## config.mk

```make
export PLATFORM = sky130hd
export DESIGN_NAME = comment_strip_line_splice
export DESIGN_NICKNAME = d
export VERILOG_FILES = /design/src/hdl/css_pkg.sv /design/src/hdl/css_scan.sv /design/src/hdl/css_outq.sv /design/src/hdl/comment_strip_line_splice.sv
export SDC_FILE = /design/constraint.sdc
export NUM_CORES = 1
export LEC_CHECK = 0
export BUFFER_PORTS_ARGS = -buffer_cell sky130_fd_sc_hd__buf_2
export CORE_ASPECT_RATIO = 1.4
export CORE_MARGIN = 3
export CORE_UTILIZATION = 55
export CTS_BUF_LIST = sky130_fd_sc_hd__clkbuf_4 sky130_fd_sc_hd__clkbuf_8
export CTS_CLUSTER_SIZE = 20
export DETAILED_ROUTE_END_ITERATION = 6
export GPL_TIMING_DRIVEN = 0
export HOLD_SLACK_MARGIN = 0.12
export PLACE_DENSITY = 0.75
export SYNTH_ARGS = -nofsm -noshare
export SYNTH_HDL_FRONTEND = slang
export SYNTH_HIERARCHICAL = 1
export SYNTH_SLANG_ARGS = --single-unit
```

## constraint.sdc

```tcl
create_clock -name clk -period 4.7 [get_ports clk]
set_input_delay 0.235 -clock clk [delete_from_list [all_inputs] [get_ports clk]]
set_output_delay 0.235 -clock clk [all_outputs]
set_load 0.01 [all_outputs]
```

## src/hdl/css_pkg.sv

```systemverilog
// Package for the comment stripper: scanner state codes, result kinds, result record.
`default_nettype none
package css_pkg;

    typedef enum logic [2:0] {
        MODE_NORMAL = 3'd0,
        MODE_BLOCK  = 3'd1,
        MODE_LINE   = 3'd2,
        MODE_STR    = 3'd3,
        MODE_CHR    = 3'd4,
        MODE_BSL    = 3'd5,
        MODE_DROP   = 3'd6
    } mode_t;

    typedef enum logic [1:0] {
        HELD_NONE  = 2'd0,
        HELD_SLASH = 2'd1,
        HELD_STAR  = 2'd2
    } held_t;

    localparam logic [2:0] KIND_DATA   = 3'd0;
    localparam logic [2:0] KIND_END    = 3'd1;
    localparam logic [2:0] KIND_STR    = 3'd2;
    localparam logic [2:0] KIND_CHR    = 3'd3;
    localparam logic [2:0] KIND_BSL    = 3'd4;

    localparam logic [7:0] CH_SLASH  = 8'h2F;
    localparam logic [7:0] CH_STAR   = 8'h2A;
    localparam logic [7:0] CH_DQUOTE = 8'h22;
    localparam logic [7:0] CH_SQUOTE = 8'h27;
    localparam logic [7:0] CH_BSL    = 8'h5C;
    localparam logic [7:0] CH_NL     = 8'h0A;

    localparam int MAX_RES = 3;
    localparam int Q_DEPTH = 4;

    typedef struct packed {
        logic [7:0] data;
        logic [2:0] kind;
        logic       last;
    } res_t;

    typedef res_t [MAX_RES-1:0] res_arr_t;

endpackage
`default_nettype wire

```

## src/hdl/css_scan.sv

```systemverilog
// Scanner: state register and the per-byte step that yields up to three results.
`default_nettype none
module css_scan (
    input  wire logic            clk,
    input  wire logic            rst_n,
    input  wire logic            accept,
    input  wire logic [7:0]      in_byte,
    input  wire logic            in_last,
    output css_pkg::res_arr_t    res,
    output logic [1:0]           res_n
);
    import css_pkg::*;

    mode_t mode_reg, mode_next;
    held_t held_reg, held_next;
    logic  esc_reg, esc_next;

    function automatic res_arr_t put(res_arr_t r, logic [1:0] idx, res_t e);
        r[idx] = e;
        return r;
    endfunction

    always_comb
    begin
        res_t     e;
        logic     do_take;
        logic [2:0] end_kind;
        mode_next = mode_reg;
        held_next = held_reg;
        esc_next  = esc_reg;
        res       = '0;
        res_n     = 2'd0;
        do_take   = 1'b1;
        end_kind  = KIND_END;
        e         = '0;

        if (held_reg != HELD_NONE)
        begin
            held_next = HELD_NONE;
            if (held_reg == HELD_SLASH && in_byte == CH_STAR)
            begin
                mode_next = MODE_BLOCK;
                do_take   = 1'b0;
            end
            else if (held_reg == HELD_STAR && in_byte == CH_SLASH)
            begin
                mode_next = MODE_NORMAL;
                do_take   = 1'b0;
            end
            else if (held_reg == HELD_SLASH && in_byte == CH_SLASH && mode_reg == MODE_NORMAL)
            begin
                mode_next = MODE_LINE;
                do_take   = 1'b0;
            end
            else if (mode_reg == MODE_NORMAL)
            begin
                e.data = (held_reg == HELD_SLASH) ? CH_SLASH : CH_STAR;
                e.kind = KIND_DATA;
                e.last = 1'b0;
                res    = put(res, res_n, e);
                res_n  = res_n + 2'd1;
            end
        end

        if (do_take)
        begin
            case (mode_next)
                MODE_NORMAL, MODE_BLOCK:
                begin
                    e = '{data: in_byte, kind: KIND_DATA, last: 1'b0};
                    if (in_byte == CH_SLASH)
                        held_next = HELD_SLASH;
                    else if (in_byte == CH_STAR)
                        held_next = HELD_STAR;
                    else if (mode_next == MODE_BLOCK)
                        ;
                    else if (in_byte == CH_DQUOTE || in_byte == CH_SQUOTE)
                    begin
                        res       = put(res, res_n, e);
                        res_n     = res_n + 2'd1;
                        mode_next = (in_byte == CH_DQUOTE) ? MODE_STR : MODE_CHR;
                        esc_next  = 1'b0;
                    end
                    else if (in_byte == CH_BSL)
                        mode_next = MODE_BSL;
                    else
                    begin
                        res   = put(res, res_n, e);
                        res_n = res_n + 2'd1;
                    end
                end
                MODE_LINE:
                begin
                    if (in_byte == CH_NL)
                    begin
                        e         = '{data: in_byte, kind: KIND_DATA, last: 1'b0};
                        res       = put(res, res_n, e);
                        res_n     = res_n + 2'd1;
                        mode_next = MODE_NORMAL;
                    end
                end
                MODE_STR, MODE_CHR:
                begin
                    e     = '{data: in_byte, kind: KIND_DATA, last: 1'b0};
                    res   = put(res, res_n, e);
                    res_n = res_n + 2'd1;
                    if (esc_reg)
                        esc_next = 1'b0;
                    else if (in_byte == CH_BSL)
                        esc_next = 1'b1;
                    else if (in_byte == ((mode_next == MODE_STR) ? CH_DQUOTE : CH_SQUOTE))
                        mode_next = MODE_NORMAL;
                end
                MODE_BSL:
                begin
                    if (in_byte == CH_NL)
                        mode_next = MODE_NORMAL;
                    else
                    begin
                        e         = '{data: 8'h00, kind: KIND_BSL, last: 1'b1};
                        res       = put(res, res_n, e);
                        res_n     = res_n + 2'd1;
                        mode_next = MODE_DROP;
                    end
                end
                default:
                    ;
            endcase
        end

        if (in_last)
        begin
            if (mode_next != MODE_DROP)
            begin
                if (held_next != HELD_NONE && mode_next == MODE_NORMAL)
                begin
                    e.data = (held_next == HELD_SLASH) ? CH_SLASH : CH_STAR;
                    e.kind = KIND_DATA;
                    e.last = 1'b0;
                    res    = put(res, res_n, e);
                    res_n  = res_n + 2'd1;
                end
                case (mode_next)
                    MODE_STR: end_kind = KIND_STR;
                    MODE_CHR: end_kind = KIND_CHR;
                    MODE_BSL: end_kind = KIND_BSL;
                    default:  end_kind = KIND_END;
                endcase
                e     = '{data: 8'h00, kind: end_kind, last: 1'b1};
                res   = put(res, res_n, e);
                res_n = res_n + 2'd1;
            end
            mode_next = MODE_NORMAL;
            held_next = HELD_NONE;
            esc_next  = 1'b0;
        end
    end

    always_ff @(posedge clk or negedge rst_n)
    begin
        if (!rst_n)
        begin
            mode_reg <= MODE_NORMAL;
            held_reg <= HELD_NONE;
            esc_reg  <= 1'b0;
        end
        else if (accept)
        begin
            mode_reg <= mode_next;
            held_reg <= held_next;
            esc_reg  <= esc_next;
        end
    end

    a_three_only_at_end: assert property (@(posedge clk) disable iff (!rst_n)
        (accept && res_n == 2'd3) |-> in_last)
        else $error("three results from a byte that does not end the text");

    a_reset_after_last: assert property (@(posedge clk) disable iff (!rst_n)
        (accept && in_last) |=> (mode_reg == MODE_NORMAL && held_reg == HELD_NONE && !esc_reg))
        else $error("state not cleared after end of text");

    a_hold_only_in_code: assert property (@(posedge clk) disable iff (!rst_n)
        (held_reg != HELD_NONE) |-> (mode_reg == MODE_NORMAL || mode_reg == MODE_BLOCK))
        else $error("held mark outside code or block comment");

    a_escape_only_in_literal: assert property (@(posedge clk) disable iff (!rst_n)
        esc_reg |-> (mode_reg == MODE_STR || mode_reg == MODE_CHR))
        else $error("escape pending outside a literal");

endmodule
`default_nettype wire

```

## src/hdl/css_outq.sv

```systemverilog
// Result queue: takes up to three results per transaction, delivers one per cycle while out_stall is low.
`default_nettype none
module css_outq (
    input  wire logic              clk,
    input  wire logic              rst_n,
    input  wire logic              push,
    input  wire css_pkg::res_arr_t res,
    input  wire logic [1:0]        res_n,
    output logic                   full,
    output logic                   out_valid,
    input  wire logic              out_stall,
    output logic [7:0]             out_byte,
    output logic [2:0]             kind,
    output logic                   out_last
);
    import css_pkg::*;

    localparam int PW = $clog2(Q_DEPTH);
    localparam int CW = $clog2(Q_DEPTH + 1);

    res_t          mem [Q_DEPTH];
    logic [PW-1:0] wr_ptr_reg, wr_ptr_next;
    logic [PW-1:0] rd_ptr_reg, rd_ptr_next;
    logic [CW-1:0] count_reg, count_next;
    logic [1:0]    push_n;
    logic          pop;
    res_t          head;

    assign push_n = push ? res_n : 2'd0;
    assign pop    = out_valid && !out_stall;
    // room for a full set of results without looking at the output side
    assign full   = count_reg > CW'(Q_DEPTH - MAX_RES);

    assign wr_ptr_next = wr_ptr_reg + PW'(push_n);
    assign rd_ptr_next = rd_ptr_reg + PW'(pop);
    assign count_next  = count_reg + CW'(push_n) - CW'(pop);

    always_ff @(posedge clk)
    begin
        for (int i = 0; i < MAX_RES; i++)
        begin
            if (2'(i) < push_n)
                mem[wr_ptr_reg + PW'(i)] <= res[i];
        end
    end

    always_ff @(posedge clk or negedge rst_n)
    begin
        if (!rst_n)
        begin
            wr_ptr_reg <= '0;
            rd_ptr_reg <= '0;
            count_reg  <= '0;
        end
        else
        begin
            wr_ptr_reg <= wr_ptr_next;
            rd_ptr_reg <= rd_ptr_next;
            count_reg  <= count_next;
        end
    end

    assign head      = mem[rd_ptr_reg];
    assign out_valid = count_reg != '0;
    assign out_byte  = head.data;
    assign kind      = head.kind;
    assign out_last  = head.last;

    a_no_overflow: assert property (@(posedge clk) disable iff (!rst_n)
        count_reg <= CW'(Q_DEPTH))
        else $error("result queue overflow");

    a_push_shows: assert property (@(posedge clk) disable iff (!rst_n)
        (push_n != 2'd0) |=> (count_reg != '0))
        else $error("pushed results not visible");

    a_ptr_gap: assert property (@(posedge clk) disable iff (!rst_n)
        (count_reg != CW'(Q_DEPTH)) |-> (PW'(wr_ptr_reg - rd_ptr_reg) == PW'(count_reg)))
        else $error("queue pointers disagree with count");

    a_idle_hold: assert property (@(posedge clk) disable iff (!rst_n)
        (push_n == 2'd0 && !pop) |=> $stable(count_reg))
        else $error("count moved without push or pop");

endmodule
`default_nettype wire

```

## src/hdl/comment_strip_line_splice.sv

```systemverilog
// Top level of the C comment stripper with line splicing.
//
//  channel | handshake            | payload
//  --------+----------------------+----------------------------
//  input   | in_valid / in_stall  | in_byte, in_last
//  output  | out_valid / out_stall| out_byte, kind, out_last
//
// One byte per cycle while in_stall is low; a byte's results are written
// to a four-entry queue in the cycle it is taken and the first can leave
// on the next cycle. A byte yields zero to three results; the queue drains
// one per cycle when out_stall is low, so in_stall rises after extra results.
// in_stall depends only on queue fill, never combinationally on out_stall.
// Reset clears scanner state and empties the queue.
`default_nettype none
module comment_strip_line_splice (
    input  wire logic       clk,
    input  wire logic       rst_n,
    input  wire logic       in_valid,
    output logic            in_stall,
    input  wire logic [7:0] in_byte,
    input  wire logic       in_last,
    output logic            out_valid,
    input  wire logic       out_stall,
    output logic [7:0]      out_byte,
    output logic [2:0]      kind,
    output logic            out_last
);
    import css_pkg::*;

    res_arr_t   res;
    logic [1:0] res_n;
    logic       accept;
    logic       full;

    assign in_stall = full;
    assign accept   = in_valid && !full;

    css_scan u_scan (
        .clk     (clk),
        .rst_n   (rst_n),
        .accept  (accept),
        .in_byte (in_byte),
        .in_last (in_last),
        .res     (res),
        .res_n   (res_n)
    );

    css_outq u_outq (
        .clk       (clk),
        .rst_n     (rst_n),
        .push      (accept),
        .res       (res),
        .res_n     (res_n),
        .full      (full),
        .out_valid (out_valid),
        .out_stall (out_stall),
        .out_byte  (out_byte),
        .kind      (kind),
        .out_last  (out_last)
    );

endmodule
`default_nettype wire
```

==> results of run 1 <==
## what timing repair did
action                                 in CTS  in global routing
setup endpoints to repair                  98                 92
cloned                                      0                  1
resized for setup                          14                 17
endpoints found under the hold margin      13                  0
pin swaps                                   5                  6
buffers inserted                            7                 15
hold buffers                                1                  0
## where the power goes
| part | internal [uW] | leakage [uW] | total, uW | switching, uW |
|---|---|---|---|---|
| logic | 849 | 0.00169 | 1810 | 960 |
| registers | 762 | 0.000600 | 829 | 67.8 |
| clock network | 295 | 0.000105 | 502 | 206 |
## cell usage in the layout (no fill, tap or decap), types with 4 or more instances in the layout
| cell | n |
|---|---|
| a211o_1 | 4 |
| a21oi_1 | 16 |
| a31oi_1 | 5 |
| and2_1 | 6 |
| and3_1 | 5 |
| buf_2 | 39 |
| buf_4 | 30 |
| clkbuf_8 | 9 |
| dfrtp_1 | 9 |
| dfrtp_2 | 4 |
| edfxtp_1 | 48 |
| ha_1 | 13 |
| inv_1 | 19 |
| mux2_2 | 95 |
| mux4_2 | 12 |
| nand2_1 | 34 |
| nand2b_1 | 4 |
| nand3_1 | 10 |
| nand4_1 | 5 |
| nor2_1 | 33 |
| nor3_1 | 6 |
| o21a_1 | 4 |
| o21ai_0 | 6 |
| o21ai_1 | 4 |
| o31ai_4 | 4 |
| xnor2_1 | 4 |
| xor2_1 | 6 |
## logic make-up (layout without fill, tap and decap cells)
family,count (synthesis),in the layout,share of synthesized area (%)
and+or+nand+nor,141,141,15.85
muxes,109,109,26.61
AOI/OAI and AO/OA,80,80,12.52
DFF,61,61,34.53
buffers and inverters,55,116,5.136
adders and majority gates,14,14,3.571
xor gates and xnor gates,10,10,1.712
other,1,3,0.07330
## worst min-delay path, delay by kind of cell
| kind | cells | cell delay, ns |
|---|---|---|
| xor gates and xnor gates | 1 | 0.12 |
| buffers and inverters | 1 | 0.10 |
| and+or+nand+nor | 1 | 0.05 |
## per-stage QoR
stage / setup TNS, ns / power (uW) / instances / utilization (%)
after floorplan: 0 / 2086 / 473 / -
after global placement: -99.36 / 2467 / 605 / 59.73
after detailed placement: -100.41 / 2517 / 606 / 59.81
after CTS: 0 / 3076 / 627 / 63.55
after global routing: -0.6012 / 3323 / 641 / 65.55
final: 0 / 3140 / 641 / 65.55
## final cells by class
| cell class | instances | area share [%] |
|---|---|---|
| inverters | 20 | 1.268 |
| well taps | 107 | 2.262 |
| repair buffers | 50 | 5.666 |
| clock buffers | 9 | 2.093 |
| flip-flops and latches | 61 | 29.94 |
| clock inverters | 7 | 1.501 |
| multi-input cells | 357 | 54.10 |
| plain buffers | 30 | 3.171 |
## worst max path at each step
stage	from	end	slack, ns
floorplan	in_byte[1]	u_outq/mem[1][1]	0.04
finish	in_byte[6]	u_outq/mem[1][7]	0.12
detailed placement	in_byte[1]	u_outq/mem[2][3]	-1.30
global route	in_byte[6]	u_outq/mem[1][5]	-0.04
CTS	in_byte[2]	u_outq/mem[1][7]	0.009
global placement	in_byte[1]	u_outq/mem[3][3]	-1.40
## synthesized netlist by cell type, types with 4 or more instances
master,instances,area share (%)
and3_1,5,0.61
nand4_1,5,0.61
nor2_1,33,2.4
buf_4,10,1.5
and2_1,7,0.86
inv_1,19,1.4
a21oi_1,17,1.7
nand3_1,10,0.98
o21a_1,4,0.59
nor3_1,8,0.78
edfxtp_1,48,28
mux2_2,95,21
clkbuf_1,7,0.51
a211o_1,4,0.68
o31ai_1,4,0.59
a31oi_1,5,0.61
mux4_2,12,5.3
nand2_1,34,2.5
xnor2_1,4,0.68
xor2_1,6,1.0
buf_2,15,1.5
ha_1,13,3.2
o21ai_0,6,0.59
dfrtp_1,13,6.4
nand2b_1,4,0.49
o21ai_1,5,0.49
## layer usage
layer | vias up | part of all wire, %
met5 | - | 0
met4 | 0 | 4.0
met3 | 45 | 4.5
met2 | 152 | 53
met1 | 2000 | 39
li1 | 1891 | -
==> flow_metrics.env, run 1 <==
export IMPL_drive_gt1_share_pct=45.51
export IMPL_antenna_found_initial=0
export IMPL_p_leak_uw=0.002391
export IMPL_critPathBufInv=6
export IMPL_routed_wirelength_um=13790
export IMPL_netlist_area_um2=5116
export IMPL_avgSynthCellArea_um2=10.86
export IMPL_grtUsageMet1_pct=31.77
export IMPL_use_met2_pct=47.12
export IMPL_max_freq_mhz=218.5
export IMPL_antennaDiodeCount=0
export IMPL_critPathRequiredTime_ns=4.79
export IMPL_path_clk_slew_ns=0.07
export IMPL_drtIter0Drc=293
export IMPL_largest_reg_flops=48
export IMPL_rrSetupSlack_ns=0.18
export IMPL_synth_flop_cell="edfxtp_1"
export IMPL_finalHoldViolCount=0
export IMPL_coreArea_um2=9029
export IMPL_grt_max_degree=14
export IMPL_grt_ovfl_total=0
export IMPL_drc=0
export IMPL_syn_inst=471
export IMPL_cts_path_max_buffers=2
export IMPL_yosys_register_bits=61
export IMPL_ios=27
export IMPL_first_global_vias=4216
export IMPL_status="finished, final reports clean"
export IMPL_worst_clock_skew_ns=0.006690
export IMPL_synthArstFlopShare_pct=21.31
export IMPL_finalWeightedCongestion=0.9774
export IMPL_max_stage_delay_ns=0.40
export IMPL_wl_per_cell_um=21.51
export IMPL_hp_class="in2reg"
export IMPL_synth_edf_count=48
export IMPL_final_setup_worst_slack_ns=0.1232
export IMPL_slew_viol_final=0
export IMPL_num_fill_cells=688
export IMPL_rr_startpoint="u_scan/mode_reg[0]"
export IMPL_path_depth=21
export IMPL_post_place_ws_ns=-1.302
export IMPL_tritoncts="yes"
export IMPL_rows=41
export IMPL_grtUsageMet3_pct=4.739
export IMPL_hold_path_startpoint="out_stall"
export IMPL_rr_worst_depth=18
export IMPL_num_nets_final=556
export IMPL_clk_latency_ns=0.35
export IMPL_cts_sinks=61
export IMPL_die_w_um=87.51
export IMPL_first_pass_iters=5
export IMPL_arrival_ns=4.67
export IMPL_cp_end_kind="flop"
export IMPL_peakVddDrop_mv=0.3215
export IMPL_seq_area_frac_synth_pct=34.53
export IMPL_power_density_nw_per_um2=530.6
export IMPL_grt_pass1_wl_um=21600
export IMPL_port_buffers=25
export IMPL_worstSetupStartpointType="primary input"
export IMPL_cts_buffers=9
export IMPL_period_share_pct=97.38
export IMPL_cts_root_buffer="clkbuf_8"
export IMPL_design_area_um2=5918
export IMPL_hold_slack_ns=0.1955
export IMPL_grt_usage_pct=27.21
export IMPL_start_util_pct=56.67
export IMPL_routed_via_density=6.378
export IMPL_cp_top_family="compound AO/OA/AOI/OAI gates"
export IMPL_hpwl_um=9973
export IMPL_seq_area_um2=1772
export IMPL_cap_violations=0
export IMPL_cp_slowest_cell="nor4b_4"
export IMPL_min_path_cells=3
export IMPL_h_tree_depth=3
export IMPL_cp_cell_sequence="buf_2 > nor4b_4 > buf_6 > buf_4 > o21ai_4 > o211ai_1 > buf_4 > ha_1 > a21oi_1 > a21oi_1 > a311o_1 > o21ai_4 > ha_1 > a21oi_2 > ha_1 > mux2i_2 > buf_4 > and4bb_4 > buf_8 > mux2_2 > mux2_2"
export IMPL_period_needed_ns=4.577
export IMPL_criticalPathCategory="in2reg"
export IMPL_finalSetupViolations=0
export IMPL_worstHoldEndpoint="u_outq/rd_ptr_reg[1]"
export IMPL_synth_cell_types=80
export IMPL_area_growth_syn_to_layout_pct=15.68
export IMPL_busiest_layer="met2"
export IMPL_yosysWarnings=6
export IMPL_tightest_slew_ns=0.7518
export IMPL_die_h_um=120.1
export IMPL_place_area_um2=5400
export IMPL_dieArea_um2=10510
export IMPL_drtAntennaViolNets=0
export IMPL_critPathMaxFanout=10
export IMPL_vias=4088
export IMPL_r2r_end="u_outq/mem[1][7]"
export IMPL_slew_headroom_pct=49.88
export IMPL_multi_input_area_um2=3202
Power figures use the tool's default switching activity.
==> run 2: changes to the inputs <==
- ABC_AREA: default -> 1
==> run 2 against run 1 <==
Net effect: the flow now finishes with violations (design-rule violations); maximum frequency up 3.6%; combinational power rose by 16%; worst setup slack better by 0.16 ns; cell count up 46%; core utilization shrank 2.1 points; first-iteration DRC count up 97%; largest power group unchanged; power is 7.5% higher; register-to-register slack better by 0.10 ns; hold slack improved by 0.0085 ns.
==> flow_metrics.env, run 2 <==
export IMPL_status="finished, violations left"
export IMPL_violations="design-rule violations"
export IMPL_num_fill_cells=877
export IMPL_cp_slowest_cell="fa_1"
export IMPL_netlist_area_um2=5306
export IMPL_final_common_cell="nand2_1"
export IMPL_synth_cells_most_frequent="247 x nand2_1, 114 x nand3_1, 81 x inv_1, 67 x nor2_1, 48 x edfxtp_1"
export IMPL_worstSetupStartpointType="flop"
export IMPL_synth_edf_count=48
export IMPL_die_h_um=122.2
export IMPL_seq_area_frac_synth_pct=33.29
export IMPL_avgSynthCellArea_um2=6.751
export IMPL_period_needed_ns=4.416
export IMPL_cts_buffers=9
export IMPL_synthArstFlopShare_pct=21.31
export IMPL_yosys_top_cells_area="edfxtp_1 27%, nand2_1 17%, nand3_1 11%"
export IMPL_yosysTopAreaCell="edfxtp_1"
export IMPL_arrival_ns=4.69
export IMPL_synth_cell_types=40
export IMPL_peakVddDrop_mv=0.3305
export IMPL_synth_flop_cell="edfxtp_1"
export IMPL_grt_usage_pct=30.63
export IMPL_syn_inst=786
export IMPL_max_stage_delay_ns=0.44
export IMPL_drtAntennaViolNets=0
export IMPL_start_util_pct=57.79
export IMPL_grt_ovfl_total=0
export IMPL_tightest_slew_ns=0.5324
export IMPL_critPathRequiredTime_ns=4.97
export IMPL_p_leak_uw=0.002939
export IMPL_fin_util_pct=63.41
export IMPL_critPathMaxFanout=10
export IMPL_synth_most_common_cell="nand2_1"
export IMPL_criticalPathCategory="reg2reg"
export IMPL_finalWeightedCongestion=1.075
export IMPL_cp_cell_sequence="inv_1 > nand3_1 > a21oi_1 > nand4_1 > buf_4 > clkbuf_2 > ha_1 > nor2_1 > nor2_1 > nand3_1 > nand2_1 > ha_1 > a21oi_2 > ha_1 > o21ai_1 > nand2_2 > ha_1 > fa_1 > xnor2_1 > xor2_1"
export IMPL_port_buffers=26
export IMPL_period_share_pct=93.96
export IMPL_finalHoldViolCount=0
export IMPL_drc=3
export IMPL_grt_max_degree=14
export IMPL_worst_clock_skew_ns=0.01157
export IMPL_yosys_register_bits=61
export IMPL_ios=27
export IMPL_cap_violations=0
export IMPL_p_total_uw=3374
export IMPL_wl_per_cell_um=16.84
export IMPL_hp_class="in2reg"
export IMPL_cp_top_family="adder cells"
export IMPL_power_density_nw_per_um2=579.4
export IMPL_rsz0062_at_grt="false"
export IMPL_coreArea_um2=9183
export IMPL_rows=41
export IMPL_grt_pass1_wl_um=25410
export IMPL_cts_root_buffer="clkbuf_8"
export IMPL_routed_via_density=5.677
export IMPL_clk_latency_ns=0.34
export IMPL_num_nets_final=854
export IMPL_slew_viol_final=0
export IMPL_largest_reg_flops=48
export IMPL_final_cell_mix="247 x nand2_1, 110 x nand3_1, 80 x inv_1"
export IMPL_crit_path_frequent_cell="ha_1"
export IMPL_first_global_vias=5367
export IMPL_vias=5331
export IMPL_yosysWarnings=6
export IMPL_path_clk_slew_ns=0.07
export IMPL_yosysTopAreaCellShare_pct=27.16
export IMPL_drive_gt1_share_pct=17.07
export IMPL_area_growth_syn_to_layout_pct=9.738
export IMPL_dp_cells=921
export IMPL_cts_path_max_buffers=2
export IMPL_first_pass_iters=7
export IMPL_cts_sinks=61
export IMPL_cp_end_kind="flop"
export IMPL_antennaDiodeCount=0
export IMPL_tritoncts="yes"
export IMPL_finalSetupViolations=0
export IMPL_die_w_um=89.02
export IMPL_fin_setup_tns_ns=0
export IMPL_critPathBufInv=3
export IMPL_layoutNonFillerInstCount=939
export IMPL_dieArea_um2=10880
export IMPL_hpwl_um=13010
export IMPL_max_freq_mhz=226.5
export IMPL_drtIter0Drc=578
export IMPL_antenna_found_initial=0
export IMPL_h_tree_depth=3
export IMPL_slew_headroom_pct=64.38
export IMPL_routed_wirelength_um=15820
[run 2: cell families (layout without fill, tap and decap cells)]
kind of cell	Yosys count	after routing	share of synthesized area, %
fa+ha+maj	14	14	3.443
xor+xnor	7	7	1.297
simple gates	497	497	43.48
compound gates	73	73	7.970
flops	61	61	33.29
other cells	1	3	0.07067
buf+inv	133	177	10.45
[run 2: final cells by class]
type | count | area (um^2) | share of cell area [%]
Clock inverter | 4 | 23.77 | 0.4083
Buffer | 36 | 191.4 | 3.288
Tap cell | 107 | 133.9 | 2.299
Clock buffer | 12 | 158.9 | 2.729
Inverter | 97 | 364.1 | 6.253
Multi-Input combinational cell | 594 | 3037 | 52.15
Timing Repair Buffer | 28 | 147.6 | 2.535
Sequential cell | 61 | 1767 | 30.34
[run 2: stage by stage]
step	setup WS, ns	cell area [um^2]	hold slack (ns)
after floorplan	0.6721	5314	-0.06059
after global placement	-0.2386	5578	0.1420
after detailed placement	-0.2713	5578	0.1526
after CTS	0.002058	5791	0.1936
after global routing	0.01366	5823	0.2271
final	0.2841	5823	0.2040
[run 2: final timing paths]
| path | depth (start not counted) | startpoint | endpoint | slack, ns |
|---|---|---|---|---|
| worst max-delay path | 20 | u_scan/mode_reg[2] | u_outq/count_reg[2] | 0.28 |
| worst min-delay path | 4 | out_stall | u_outq/rd_ptr_reg[1] | 0.20 |
| worst max register to register | 20 | u_scan/mode_reg[2] | u_outq/count_reg[2] | 0.28 |
| worst min register to register | 1 | u_outq/count_reg[2] | u_outq/count_reg[2] | 0.47 |
| max in group asynchronous | 2 | rst_n | u_outq/rd_ptr_reg[0] | 4.11 |
| min in group asynchronous | 2 | rst_n | u_outq/wr_ptr_reg[0] | 0.32 |
[run 2: worst min-delay path, cell delays in order]
cell and delay (ns):
buf_2 0.07, inv_1 0.05, nand4_1 0.08, nand2_1 0.06
[run 2: where the power goes]
| part | total [uW] | internal (uW) | switching (uW) | leakage [uW] |
|---|---|---|---|---|
| combinational | 2100 | 656 | 1450 | 0.00224 |
| clock | 420 | 223 | 197 | 0.0000895 |
| sequential | 852 | 796 | 56.7 | 0.000606 |
| total | 3370 | 1670 | 1700 | 0.00294 |
[run 2: timing repair]
item                       4_1_cts  5_1_grt
buffers inserted                 0        1
pin swaps                        0        1
hold endpoints to repair        13        0
hold buffers                     1        0
resized for setup                5        6
setup endpoints to repair       48       94
[run 2: metal layers]
layer / up-vias / track usage, % / share of wire, % / wire [um]
met1: 2398 / 31.69 / 36 / 5711
met5: - / 0 / 0 / 0
met4: 0 / 21.32 / 6.4 / 1017
met3: 78 / 4.298 / 4.6 / 722
met2: 209 / 55.16 / 53 / 8364
li1: 2646 / - / - / -
